`src/rtl/prba_pkg.sv`:
```
// Package: shared types, codes and state encoding of the page run bitmap allocator.
`default_nettype none
package prba_pkg;

    localparam logic [1:0] OP_ALLOC_ONE = 2'd0;
    localparam logic [1:0] OP_ALLOC_RUN = 2'd1;
    localparam logic [1:0] OP_FREE_RUN  = 2'd2;

    localparam logic [1:0] ST_OK   = 2'd0;
    localparam logic [1:0] ST_FULL = 2'd1;
    localparam logic [1:0] ST_BAD  = 2'd2;

    localparam int REG_WINDOW_BASE = 0;

    typedef struct packed {
        logic [1:0]  operation;
        logic [10:0] page_count;
        logic [31:0] free_address;
    } req_t;

    typedef struct packed {
        logic [1:0]  status;
        logic [9:0]  page_index;
        logic [31:0] page_address;
    } rsp_t;

    typedef struct packed {
        logic        start;
        logic [31:0] num;
    } div_cmd_t;

    typedef struct packed {
        logic        done;
        logic [31:0] quo;
    } div_res_t;

    typedef enum logic [2:0] {
        S_CLEAR,
        S_IDLE,
        S_DIV,
        S_FCHECK,
        S_SCAN,
        S_MOD_RD,
        S_MOD_WR,
        S_RESULT
    } state_t;

endpackage
`default_nettype wire

```
`src/rtl/prba_ram.sv`:
```
// Generic single write port, single read port RAM with registered read data.
`default_nettype none
module prba_ram #(
    parameter int WIDTH = 8,
    parameter int DEPTH = 128
) (
    input  wire logic                     clk,
    input  wire logic                     we,
    input  wire logic [$clog2(DEPTH)-1:0] waddr,
    input  wire logic [WIDTH-1:0]         wdata,
    input  wire logic [$clog2(DEPTH)-1:0] raddr,
    output logic      [WIDTH-1:0]         rdata
);
    logic [WIDTH-1:0] mem [DEPTH];

    always_ff @(posedge clk)
    begin
        if (we)
        begin
            mem[waddr] <= wdata;
        end
        rdata <= mem[raddr];
    end
endmodule
`default_nettype wire

```
`src/rtl/prba_cfg.sv`:
```
// APB register file holding the window base address.
`default_nettype none
module prba_cfg
    import prba_pkg::*;
(
    input  wire logic        clk,
    input  wire logic        rst_n,
    input  wire logic        psel,
    input  wire logic        penable,
    input  wire logic        pwrite,
    input  wire logic [2:0]  paddr,
    input  wire logic [31:0] pwdata,
    output logic      [31:0] prdata,
    output logic             pready,
    output logic      [31:0] window_base
);
    logic [31:0] base_reg;
    logic        hit;

    assign hit         = (paddr[2] == 1'(REG_WINDOW_BASE));
    assign pready      = 1'b1;
    assign window_base = base_reg;
    assign prdata      = hit ? base_reg : 32'd0;

    always_ff @(posedge clk or negedge rst_n)
    begin
        if (!rst_n)
        begin
            base_reg <= 32'd0;
        end
        else if (psel && penable && pwrite && hit)
        begin
            base_reg <= pwdata;
        end
    end
endmodule
`default_nettype wire

```
`src/rtl/prba_div.sv`:
```
// Page number from a byte offset: divide by the power-of-two page size with a shift.
`default_nettype none
module prba_div
    import prba_pkg::*;
#(
    parameter int DIVISOR = 4096
) (
    input  wire logic     clk,
    input  wire logic     rst_n,
    input  wire div_cmd_t cmd,
    output div_res_t      res
);
    localparam int SH = $clog2(DIVISOR);

    logic [31:0] quo_reg, quo_next;
    logic        done_reg, done_next;

    assign res.done = done_reg;
    assign res.quo  = quo_reg;

    always_comb
    begin
        quo_next  = quo_reg;
        done_next = 1'b0;
        if (cmd.start)
        begin
            // page size is a power of two: drop the in-page offset bits
            quo_next  = cmd.num >> SH;
            done_next = 1'b1;
        end
    end

    always_ff @(posedge clk or negedge rst_n)
    begin
        if (!rst_n)
        begin
            done_reg <= 1'b0;
        end
        else
        begin
            done_reg <= done_next;
        end
    end

    always_ff @(posedge clk)
    begin
        quo_reg <= quo_next;
    end
endmodule
`default_nettype wire

```
`src/rtl/page_run_bitmap_allocator.sv`:
```
// Top level: next-fit page run allocator over a byte-wide usage bitmap memory.
//
// Usage: the request channel (req_valid/req_ready, req) takes one word per
// operation: allocate one page, allocate a run of page_count pages, or free
// a run starting at free_address. Each request yields exactly one response
// word on rsp_valid/rsp_ready with status, first page index and address.
// Only one request is in flight; req_ready is high whenever the controller
// is idle, even while the previous response still waits in its register.
// Flow: a rejected request goes straight from idle to the result state.
// An allocation streams the bitmap memory at one byte (8 pages) per cycle
// from the hint to the end, and again from page 0 on wrap, then
// read-modify-writes each touched byte, a read state then a write state.
// A free turns the offset into a page number, checks the range, then
// read-modify-writes each touched byte the same way.
// Reset: the window base and hint clear at once; the bitmap memory is then
// swept to zero one byte per cycle before the first request is taken. APB
// writes are taken at any time.
// Stall: while rsp_ready is low the response holds and a finished request
// waits before loading its result.
`default_nettype none
module page_run_bitmap_allocator
    import prba_pkg::*;
#(
    parameter int MAP_PAGES  = 1024,
    parameter int PAGE_BYTES = 4096
) (
    input  wire logic        clk,
    input  wire logic        rst_n,
    input  wire logic        req_valid,
    output logic             req_ready,
    input  wire req_t        req,
    output logic             rsp_valid,
    input  wire logic        rsp_ready,
    output rsp_t             rsp,
    input  wire logic        psel,
    input  wire logic        penable,
    input  wire logic        pwrite,
    input  wire logic [2:0]  paddr,
    input  wire logic [31:0] pwdata,
    output logic      [31:0] prdata,
    output logic             pready
);
    // bitmap geometry: 8 pages per memory byte, tail padding reads as used
    localparam int NB = (MAP_PAGES + 7) / 8;
    localparam int AW = $clog2(NB);
    localparam int XW = $clog2(NB * 8 + 1);

    logic [31:0] window_base;

    prba_cfg u_cfg (
        .clk         (clk),
        .rst_n       (rst_n),
        .psel        (psel),
        .penable     (penable),
        .pwrite      (pwrite),
        .paddr       (paddr),
        .pwdata      (pwdata),
        .prdata      (prdata),
        .pready      (pready),
        .window_base (window_base)
    );

    div_cmd_t div_cmd;
    div_res_t div_res;

    prba_div #(.DIVISOR(PAGE_BYTES)) u_div (
        .clk   (clk),
        .rst_n (rst_n),
        .cmd   (div_cmd),
        .res   (div_res)
    );

    logic          ram_we;
    logic [AW-1:0] ram_waddr, ram_raddr;
    logic [7:0]    ram_wdata, ram_rdata;

    prba_ram #(.WIDTH(8), .DEPTH(NB)) u_bitmap (
        .clk   (clk),
        .we    (ram_we),
        .waddr (ram_waddr),
        .wdata (ram_wdata),
        .raddr (ram_raddr),
        .rdata (ram_rdata)
    );

    // control state
    state_t        state_reg, state_next;
    logic [XW-1:0] hint_reg, hint_next;
    logic          rsp_valid_reg, rsp_valid_next;
    logic [AW-1:0] clr_addr_reg, clr_addr_next;
    logic          dv_reg, dv_next;          // scan read data valid
    logic          issued_reg, issued_next;  // last byte of pass already read

    // working registers
    logic [1:0]    op_reg, op_next;
    logic [XW-1:0] n_reg, n_next;
    logic [10:0]   count_reg, count_next;
    logic [XW-1:0] lo_reg, lo_next;          // scan floor, then run first page
    logic [XW-1:0] hi_reg, hi_next;          // run last page
    logic [XW-1:0] run_reg, run_next;
    logic          pass1_reg, pass1_next;
    logic [AW-1:0] rd_addr_reg, rd_addr_next;
    logic [AW-1:0] data_addr_reg, data_addr_next;
    logic [AW-1:0] mod_addr_reg, mod_addr_next;
    rsp_t          res_reg, res_next;
    rsp_t          rsp_reg, rsp_next;

    // byte scan results
    logic [XW-1:0] sc_run;
    logic          sc_found;
    logic [XW-1:0] sc_at;
    logic [XW-1:0] sc_idx;
    logic          sc_used;
    logic [7:0]    mod_mask;
    logic [XW-1:0] start_idx;
    logic          accept;
    logic          req_bad_run;
    logic [31:0]   quo;

    assign req_ready = (state_reg == S_IDLE);
    assign accept    = req_valid && req_ready;
    assign rsp_valid = rsp_valid_reg;
    assign rsp       = rsp_reg;
    assign quo       = div_res.quo;

    assign start_idx = (hint_reg < XW'(MAP_PAGES)) ? hint_reg : '0;

    // walk the 8 pages of the byte in flight, carrying the clear run length
    always_comb
    begin
        sc_run   = run_reg;
        sc_found = 1'b0;
        sc_at    = '0;
        sc_idx   = '0;
        sc_used  = 1'b0;
        for (int j = 0; j < 8; j++)
        begin
            sc_idx  = XW'({data_addr_reg, 3'(j)});
            sc_used = ram_rdata[j] || (sc_idx < lo_reg) || (sc_idx >= XW'(MAP_PAGES));
            sc_run  = sc_used ? '0 : sc_run + XW'(1);
            if (!sc_found && (sc_run == n_reg))
            begin
                sc_found = 1'b1;
                sc_at    = sc_idx + XW'(1) - n_reg;
            end
        end
    end

    // pages of the current byte that fall inside [lo, hi]
    always_comb
    begin
        for (int j = 0; j < 8; j++)
        begin
            mod_mask[j] = (XW'({mod_addr_reg, 3'(j)}) >= lo_reg)
                       && (XW'({mod_addr_reg, 3'(j)}) <= hi_reg);
        end
    end

    always_comb
    begin
        req_bad_run = (req.page_count == 11'd0)
                   || (32'(req.page_count) > 32'(MAP_PAGES));
    end

    // next state
    always_comb
    begin
        state_next = state_reg;
        case (state_reg)
            S_CLEAR:
            begin
                if (clr_addr_reg == AW'(NB - 1))
                begin
                    state_next = S_IDLE;
                end
            end
            S_IDLE:
            begin
                if (accept)
                begin
                    case (req.operation)
                        OP_ALLOC_ONE:
                        begin
                            state_next = S_SCAN;
                        end
                        OP_ALLOC_RUN:
                        begin
                            state_next = req_bad_run ? S_RESULT : S_SCAN;
                        end
                        OP_FREE_RUN:
                        begin
                            state_next = (req_bad_run || (req.free_address < window_base))
                                       ? S_RESULT : S_DIV;
                        end
                        default:
                        begin
                            state_next = S_RESULT;
                        end
                    endcase
                end
            end
            S_DIV:
            begin
                if (div_res.done)
                begin
                    state_next = S_FCHECK;
                end
            end
            S_FCHECK:
            begin
                if ((quo < 32'(MAP_PAGES))
                    && (32'(count_reg) <= 32'(MAP_PAGES) - quo))
                begin
                    state_next = S_MOD_RD;
                end
                else
                begin
                    state_next = S_RESULT;
                end
            end
            S_SCAN:
            begin
                if (dv_reg)
                begin
                    if (sc_found)
                    begin
                        state_next = S_MOD_RD;
                    end
                    else if ((data_addr_reg == AW'(NB - 1))
                             && !(pass1_reg && (lo_reg != '0)))
                    begin
                        state_next = S_RESULT;
                    end
                end
            end
            S_MOD_RD:
            begin
                state_next = S_MOD_WR;
            end
            S_MOD_WR:
            begin
                state_next = (mod_addr_reg == AW'(hi_reg >> 3)) ? S_RESULT : S_MOD_RD;
            end
            S_RESULT:
            begin
                if (!rsp_valid_reg || rsp_ready)
                begin
                    state_next = S_IDLE;
                end
            end
            default:
            begin
                state_next = S_IDLE;
            end
        endcase
    end

    // datapath and outputs
    always_comb
    begin
        hint_next      = hint_reg;
        rsp_valid_next = rsp_valid_reg && !rsp_ready;
        clr_addr_next  = clr_addr_reg;
        dv_next        = 1'b0;
        issued_next    = issued_reg;
        op_next        = op_reg;
        n_next         = n_reg;
        count_next     = count_reg;
        lo_next        = lo_reg;
        hi_next        = hi_reg;
        run_next       = run_reg;
        pass1_next     = pass1_reg;
        rd_addr_next   = rd_addr_reg;
        data_addr_next = data_addr_reg;
        mod_addr_next  = mod_addr_reg;
        res_next       = res_reg;
        rsp_next       = rsp_reg;
        ram_we         = 1'b0;
        ram_waddr      = mod_addr_reg;
        ram_wdata      = ram_rdata;
        ram_raddr      = rd_addr_reg;
        div_cmd.start  = 1'b0;
        div_cmd.num    = req.free_address - window_base;

        case (state_reg)
            S_CLEAR:
            begin
                ram_we        = 1'b1;
                ram_waddr     = clr_addr_reg;
                ram_wdata     = 8'd0;
                clr_addr_next = clr_addr_reg + AW'(1);
            end
            S_IDLE:
            begin
                if (accept)
                begin
                    op_next    = req.operation;
                    count_next = req.page_count;
                    n_next     = (req.operation == OP_ALLOC_ONE) ? XW'(1) : XW'(req.page_count);
                    res_next   = '{status: ST_BAD, page_index: 10'd0, page_address: 32'd0};
                    // first pass of the search starts at the hint
                    lo_next      = start_idx;
                    run_next     = '0;
                    pass1_next   = 1'b1;
                    issued_next  = 1'b0;
                    rd_addr_next = AW'(start_idx >> 3);
                    div_cmd.start = (req.operation == OP_FREE_RUN);
                end
            end
            S_FCHECK:
            begin
                lo_next       = XW'(quo);
                hi_next       = XW'(quo) + XW'(count_reg) - XW'(1);
                mod_addr_next = AW'(quo >> 3);
            end
            S_SCAN:
            begin
                ram_raddr = rd_addr_reg;
                if (!issued_reg)
                begin
                    dv_next        = 1'b1;
                    data_addr_next = rd_addr_reg;
                    if (rd_addr_reg == AW'(NB - 1))
                    begin
                        issued_next = 1'b1;
                    end
                    else
                    begin
                        rd_addr_next = rd_addr_reg + AW'(1);
                    end
                end
                if (dv_reg)
                begin
                    run_next = sc_run;
                    if (sc_found)
                    begin
                        dv_next       = 1'b0;
                        lo_next       = sc_at;
                        hi_next       = sc_at + n_reg - XW'(1);
                        mod_addr_next = AW'(sc_at >> 3);
                    end
                    else if (data_addr_reg == AW'(NB - 1))
                    begin
                        dv_next = 1'b0;
                        if (pass1_reg && (lo_reg != '0))
                        begin
                            // wrap: search again from page 0
                            pass1_next   = 1'b0;
                            lo_next      = '0;
                            run_next     = '0;
                            issued_next  = 1'b0;
                            rd_addr_next = '0;
                        end
                        else
                        begin
                            res_next.status = ST_FULL;
                        end
                    end
                end
            end
            S_MOD_RD:
            begin
                ram_raddr = mod_addr_reg;
            end
            S_MOD_WR:
            begin
                ram_we    = 1'b1;
                ram_waddr = mod_addr_reg;
                ram_wdata = (op_reg == OP_FREE_RUN) ? (ram_rdata & ~mod_mask)
                                                    : (ram_rdata | mod_mask);
                mod_addr_next = mod_addr_reg + AW'(1);
                if (mod_addr_reg == AW'(hi_reg >> 3))
                begin
                    if (op_reg == OP_FREE_RUN)
                    begin
                        res_next.status = ST_OK;
                        if (lo_reg < hint_reg)
                        begin
                            hint_next = lo_reg;
                        end
                    end
                    else
                    begin
                        res_next.status       = ST_OK;
                        res_next.page_index   = 10'(lo_reg);
                        res_next.page_address = window_base
                                              + 32'(32'(lo_reg) * 32'(PAGE_BYTES));
                        if (op_reg == OP_ALLOC_ONE)
                        begin
                            hint_next = lo_reg + XW'(1);
                        end
                        else if (hint_reg == lo_reg)
                        begin
                            hint_next = hint_reg + n_reg;
                        end
                    end
                end
            end
            S_RESULT:
            begin
                if (!rsp_valid_reg || rsp_ready)
                begin
                    rsp_next       = res_reg;
                    rsp_valid_next = 1'b1;
                end
            end
            default:
            begin
                ram_we = 1'b0;
            end
        endcase
    end

    always_ff @(posedge clk or negedge rst_n)
    begin
        if (!rst_n)
        begin
            state_reg     <= S_CLEAR;
            hint_reg      <= '0;
            rsp_valid_reg <= 1'b0;
            clr_addr_reg  <= '0;
            dv_reg        <= 1'b0;
            issued_reg    <= 1'b0;
        end
        else
        begin
            state_reg     <= state_next;
            hint_reg      <= hint_next;
            rsp_valid_reg <= rsp_valid_next;
            clr_addr_reg  <= clr_addr_next;
            dv_reg        <= dv_next;
            issued_reg    <= issued_next;
        end
    end

    always_ff @(posedge clk)
    begin
        op_reg        <= op_next;
        n_reg         <= n_next;
        count_reg     <= count_next;
        lo_reg        <= lo_next;
        hi_reg        <= hi_next;
        run_reg       <= run_next;
        pass1_reg     <= pass1_next;
        rd_addr_reg   <= rd_addr_next;
        data_addr_reg <= data_addr_next;
        mod_addr_reg  <= mod_addr_next;
        res_reg       <= res_next;
        rsp_reg       <= rsp_next;
    end
endmodule
`default_nettype wire
```
`config.mk`:
```
export PLATFORM = sky130hd
export DESIGN_NAME = page_run_bitmap_allocator
export DESIGN_NICKNAME = d
export VERILOG_FILES = /design/src/rtl/prba_pkg.sv /design/src/rtl/prba_ram.sv /design/src/rtl/prba_cfg.sv /design/src/rtl/prba_div.sv /design/src/rtl/page_run_bitmap_allocator.sv
export SDC_FILE = /design/constraint.sdc
export NUM_CORES = 2
export LEC_CHECK = 0
export ABC_CLOCK_PERIOD_IN_PS = 32000
export BUFFER_PORTS_ARGS = -buffer_cell sky130_fd_sc_hd__buf_2
export CORE_UTILIZATION = 53
export DETAILED_ROUTE_END_ITERATION = 8
export PLACE_DENSITY = 0.69
export SLEW_MARGIN = 20
export SYNTH_ARGS = -nofsm -noshare
export SYNTH_HDL_FRONTEND = slang
export SYNTH_SLANG_ARGS = --single-unit
```
`constraint.sdc`:
```
create_clock -name clk -period 32 [get_ports clk]
set_input_delay 3.2 -clock clk [delete_from_list [all_inputs] [get_ports clk]]
set_output_delay 3.2 -clock clk [all_outputs]
set_load 0.01 [all_outputs]
```
# [Word-level counts from Yosys, hierarchy flattened]
# Memory sizes are Yosys's and may differ from the RTL's. A register that Yosys moved wholly into a read port is not among the register bits.
# Index checks and enable logic that the tools add are counted.
[op_classes] addsub=36 n_lt_le_gt_ge=30 n_eq_ne=39 muxes=109 bitwise_logic=5 n_reduce_logical=70
[ops] cell="$mux W11" n=33
[ops] cell="$add A11 B1 Y11 const B" n=9
[ops] cell="$eq A11 B11 Y1" n=9
[ops] cell="$add A10 B1 Y11 const B" n=8
[ops] cell="$ge A10 B11 Y1" n=8
[ops] cell="$le A10 B11 Y1" n=8
[ops] cell="$lt A10 B11 Y1" n=8
[ops] cell="$mux W44" n=2
[ops] cell="$sub A11 B11 Y11" n=8
[ops] cell="$pmux W42 S2" n=1
[ops] cell="$mux W7" n=11
[ops] cell="$pmux W11 S2" n=2
[ops] cell="$mux W42" n=1
[ops] cell="$add A11 B11 Y11" n=3
[ops] cell="$mux W1" n=33
[ops] cell="$pmux W11 S3" n=1
[ops] cell="$add A32 B23 Y32" n=1
[ops] cell="$le A11 B32 Y1" n=1
[ops] cell="$lt A32 B32 Y1" n=1
[ops] cell="$mux W32" n=1
[ops] cell="$sub A32 B32 Y32" n=1
[ops] cell="$mux W3" n=8
[ops] cell="$pmux W3 S8" n=1
[ops] cell="$logic_and A1 B1 Y1" n=23
[ops] cell="44 further kinds" n=107
[totals] reg_bits=244 ram_bits=1024 input_bits=87 wordCells=315 n_memories=1
[memory_table] memory="u_bitmap.mem" depth=128 width=8 read_ports=1 rd_clocked_by_memory_dff=1 write_ports=1 line_no="prba_ram.sv:14" rtl="logic [WIDTH-1:0] mem [DEPTH];"

# [Longest topological paths before layout]
[logic_depth] depth_word=31 depth_mapped=53 depth_no_buf=48

# [Hierarchy]
# A second synthesis with hierarchy kept.
[hier_totals] hier_cells=4283 area_unflattened_um2=62742.7
[by_module_without_submodules] mod="prba_ram" instances=1 cells_each=1635 area_per_inst_um2=39665.5
[by_module_without_submodules] mod="page_run_bitmap_allocator" instances=1 cells_each=2508 area_per_inst_um2=20796.2
[by_module_without_submodules] mod="prba_cfg" instances=1 cells_each=105 area_per_inst_um2=1554.0
[by_module_without_submodules] mod="prba_div" instances=1 cells_each=35 area_per_inst_um2=726.9

# [Worst setup path before layout]
# No wires, ideal clock.
[synth_path] path_type="register to register" start="register lo_reg[6]" end="register hi_reg[10] (data pin)" t_arrival_ns=9.977 slack_ns=21.750 stages_incl_launch_ff=47 path_buffers=6 period_less_slack_ns=10.250 path_cell_list="edfxtp_1 inv_1 ha_1 and4_1 clkbuf_1 and3_1 buf_2 o31ai_2 clkbuf_1 nor2_1 ha_1 clkbuf_1 o21ai_0 o21ai_0 a21oi_1 xnor2_1 clkbuf_1 nand4_4 (+11 left out) xnor2_1 nand4_4 buf_2 a21o_1 ha_1 inv_1 ha_1 a21o_1 a21oi_1 o21ai_0 a21oi_1 o21bai_1 a21oi_1 o21bai_1 a21oi_1 xnor2_1 a41o_1 a31oi_1"
[synth_via] elab_chain_len=31 elab_cells_between_ends=73 cone_classes="9 x add/sub; 8 x order compare; 8 x eq/ne; 26 x mux; 22 x reduce/logical"
[synth_lines] item="start, declared" line_no="page_run_bitmap_allocator.sv:98" rtl="logic [XW-1:0] lo_reg, lo_next;"
[synth_lines] item="start signal, assigned" line_no="page_run_bitmap_allocator.sv:441" rtl="lo_reg <= lo_next;"
[synth_lines] item="parallel branches: the longest is 25 deep, another holds $lt A10 B11 Y1"
[synth_lines] item="$mux W11 (*)" line_no="page_run_bitmap_allocator.sv:141" rtl="if (!sc_found && (sc_run == n_reg))"
[synth_lines] item="$add A11 B11 Y11 (*)" line_no="page_run_bitmap_allocator.sv:339" rtl="hi_next = sc_at + n_reg - XW'(1);"
[synth_lines] item="$sub A11 B1 Y11 (*)" line_no="page_run_bitmap_allocator.sv:339"
[synth_lines] item="$mux W11 (*)" line_no="page_run_bitmap_allocator.sv:335" rtl="if (sc_found)"
[synth_lines] item="$mux W11 (*)" line_no="page_run_bitmap_allocator.sv:332" rtl="if (dv_reg)"
[synth_lines] item="$pmux W11 S2 (*)" line_no="page_run_bitmap_allocator.sv:285" rtl="case (state_reg)"
[synth_lines] item="named net hi_next[10]" line_no="page_run_bitmap_allocator.sv:99" rtl="logic [XW-1:0] hi_reg, hi_next;"
[synth_lines] item="end signal, assigned" line_no="page_run_bitmap_allocator.sv:442" rtl="hi_reg <= hi_next;"
[synth_lines] item="end, declared" line_no="page_run_bitmap_allocator.sv:99"
# Mark *: on every way through the listed nets, which the timed path passes. The select of a mux whose other input is x is not followed.
# A chain may end at the register's enable or synchronous reset.

# [Worst setup path after layout]
[layout_path] start="register lo_reg[7]" end="register hi_reg[10] (data pin)"
# The elaborated chain is that of the path after synthesis.

==> flow_summary.yaml <==
critical_path:
  critPathRequiredTime_ps: 32570
  r2r_cells: 45
  critPathArrivalTime_ps: 13200
  path_class: "flip-flop to flip-flop"
  crit_buf_inv: 3
  worst_setup_path_end_kind: "flip-flop"
  startpoint_type: "flip-flop"
  slowest_delay_ps: 700
  cp_max_fo: 14
  critPathMostFrequentCell: "ha_1"
  critPathSlowestCell: "o21ai_0"
  path_depth: 45
  cp_top_family: "compound AO/OA/AOI/OAI gates"
detailed_routing:
  antenna_left: 0
  drc: 0
  drt-pass1-iter-count: 6
  drt_iter0_drc: 5091
  vias: 44600
  avgRoutedWirePerCell_um: 23.7
  via_per_inst: 6.24
  wl_mm: 169
global_route:
  grt_pass1_vias: 42000
  gr-total-overflow: 0
  grtUsageTotal_pct: 27.6
  grt_start_max_net_pins: 194
  grt_pass1_wl_mm: 255
  grt_antenna_before_repair: 4
floorplan:
  fp.coreArea_um2: 118000
  start_util_pct: 53.5
  ios: 166
  die_w_um: 347
  dieArea_um2: 120000
  die_y_um: 347
  fp-row-count: 126
clock_tree:
  post_cts_resized: 0
  cts_root_buffer: "clkbuf_16"
  cts_tree: "built"
  clk_path_buf_depth: 3
  cts-htree-levels: 4
  path_clk_slew_ps: 60
  cts_num_sinks: 1276
  cts_setup_buffers: 0
  hold_buffers: 0
  clk_latency_ps: 770
  cts_buffers: 135
timing:
  finClkSkew_ps: 43.5
  hold_violations: 0
  slew_headroom_pct: 18.9
  grt_setup_unrepaired: "no"
  fin_crit_sh_pct: 39.5
  worst_slew_pin_slew_ps: 1210
  max_freq_ghz: 0.0791
  whs_ps: 417
  setup_viol: 0
  slew_viol_final: 0
  fin_setup_tns_ps: 0
  fin_crit_ps: 12630
power_and_ir_drop:
  p_leak_nw: 21.8
  ir_drop_mv: 0.0615
  total_power_w: 0.00348
  powerDensity_nw_per_um2: 49.8
placed_design:
  dp_hpwl_mm: 107
  dp.cells: 6901
  globalplace.congestion: 0.949
  placedInstanceArea_um2: 65400
  port_buffers: 162
run:
  drv_cap: 0
logic_synthesis:
  yosysTopAreaCell: "edfxtp_1"
  synthDistinctLibCells: 102
  ys_top_cells_by_count: "1211 x edfxtp_1, 691 x nand2_1, 392 x a211oi_1"
  ys.flop_type: "edfxtp_1"
  synth_fp_nets: 5732
  yosysSeqAreaShare_pct: 60.1
  synth.avg_cell_area_um2: 11.6
  synth_most_common_cell: "edfxtp_1"
  yosysTopAreaCellShare_pct: 57.6
  synth-edff-count: 1211
  synthCells: 5458
  yosysWarnings: 0
  synthArstFlopShare_pct: 4.47
  syn_area_um2: 63100
  synth_seq_cells: 1276
  synth_area_leaders: "edfxtp_1 58%, a211oi_1 4.7%, nand2_1 4.1%"
status:
  status: "complete, no violations"
finish:
  drive_gt1_share_pct: 9.99
  final_cell_count_no_fill: 7143
  nets: 5777
  area_delta_synth_final_pct: 10.7
  n_fill_cell: 9390
  final_area_um2: 69900
  largest_reg_flops: 1024
hold_path:
  worstHoldPathType: "flip-flop to flip-flop"
  worstHoldPathCells: 0
==> cell families after synthesis <==
logic type	share of synthesized area (%)
AND/OR/NAND/NOR	13.5
buffers and inverters	3.24
other	0.00594
flip-flops	60.1
adder cells (fa/ha/maj)	3.84
multiplexers	1.33
XOR/XNOR	2.82
AO/OA/AOI/OAI	15.2
==> layer usage <==
layer / up-vias / routed length (um) / track usage, %
li1: 20600 / - / -
met1: 21800 / 71300 / 38.9
met2: 1813 / 80900 / 44.6
met3: 321 / 12400 / 3.91
met4: 2 / 4680 / 8.58
met5: - / 13 / 0
==> cells in the final DEF (no fill, tap or decap), types with 161 or more instances in the layout <==
master,instances
edfxtp_1,1211
nand2_1,686
a211oi_1,392
nor2_1,381
a21oi_1,294
and2_1,253
inv_1,194
ha_1,176
buf_2,162
xnor2_1,161
==> cell type report <==
cell class,instances,area [um2],share of cell area (%)
antenna,2,5.00,0.00716
multi-input combinational,3645,23300,33.4
clock buffer,169,3630,5.20
clock inverter,70,795,1.14
sequential,1276,38000,54.3
timing repair buffer,240,1460,2.09
tap,1536,1920,2.75
inverter,205,769,1.10
==> stage by stage <==
| step | util (%) | setup WS, ps |
|---|---|---|
| 3_5_place_dp | 55.4 | 19670 |
| 4_1_cts | 59.1 | 19620 |
| 3_3_place_gp | 55.4 | 19660 |
| 5_1_grt | 59.2 | 18530 |
| 2_1_floorplan | - | 21750 |
| 6_report | 59.2 | 19370 |
==> worst paths after layout <==
check | from | to | slack [ps]
hold / removal | res_reg[5] | rsp[5] | 420
setup reg to reg | lo_reg[7] | hi_reg[10] | 19370
max in group asynchronous | rst_n | clr_addr_reg[0] | 28760
min in group asynchronous | rst_n | u_cfg.window_base[5] | 2630
setup / recovery | lo_reg[7] | hi_reg[10] | 19370
hold reg to reg | res_reg[5] | rsp[5] | 420
==> where the power goes <==
group	switching (W)	internal, W	leakage [nW]
clock network	0.000650	0.000909	2.17
registers	0.00000719	0.00181	9.28
logic	0.0000529	0.0000441	10.4
Note: power is estimated with default switching activity, not from simulation.
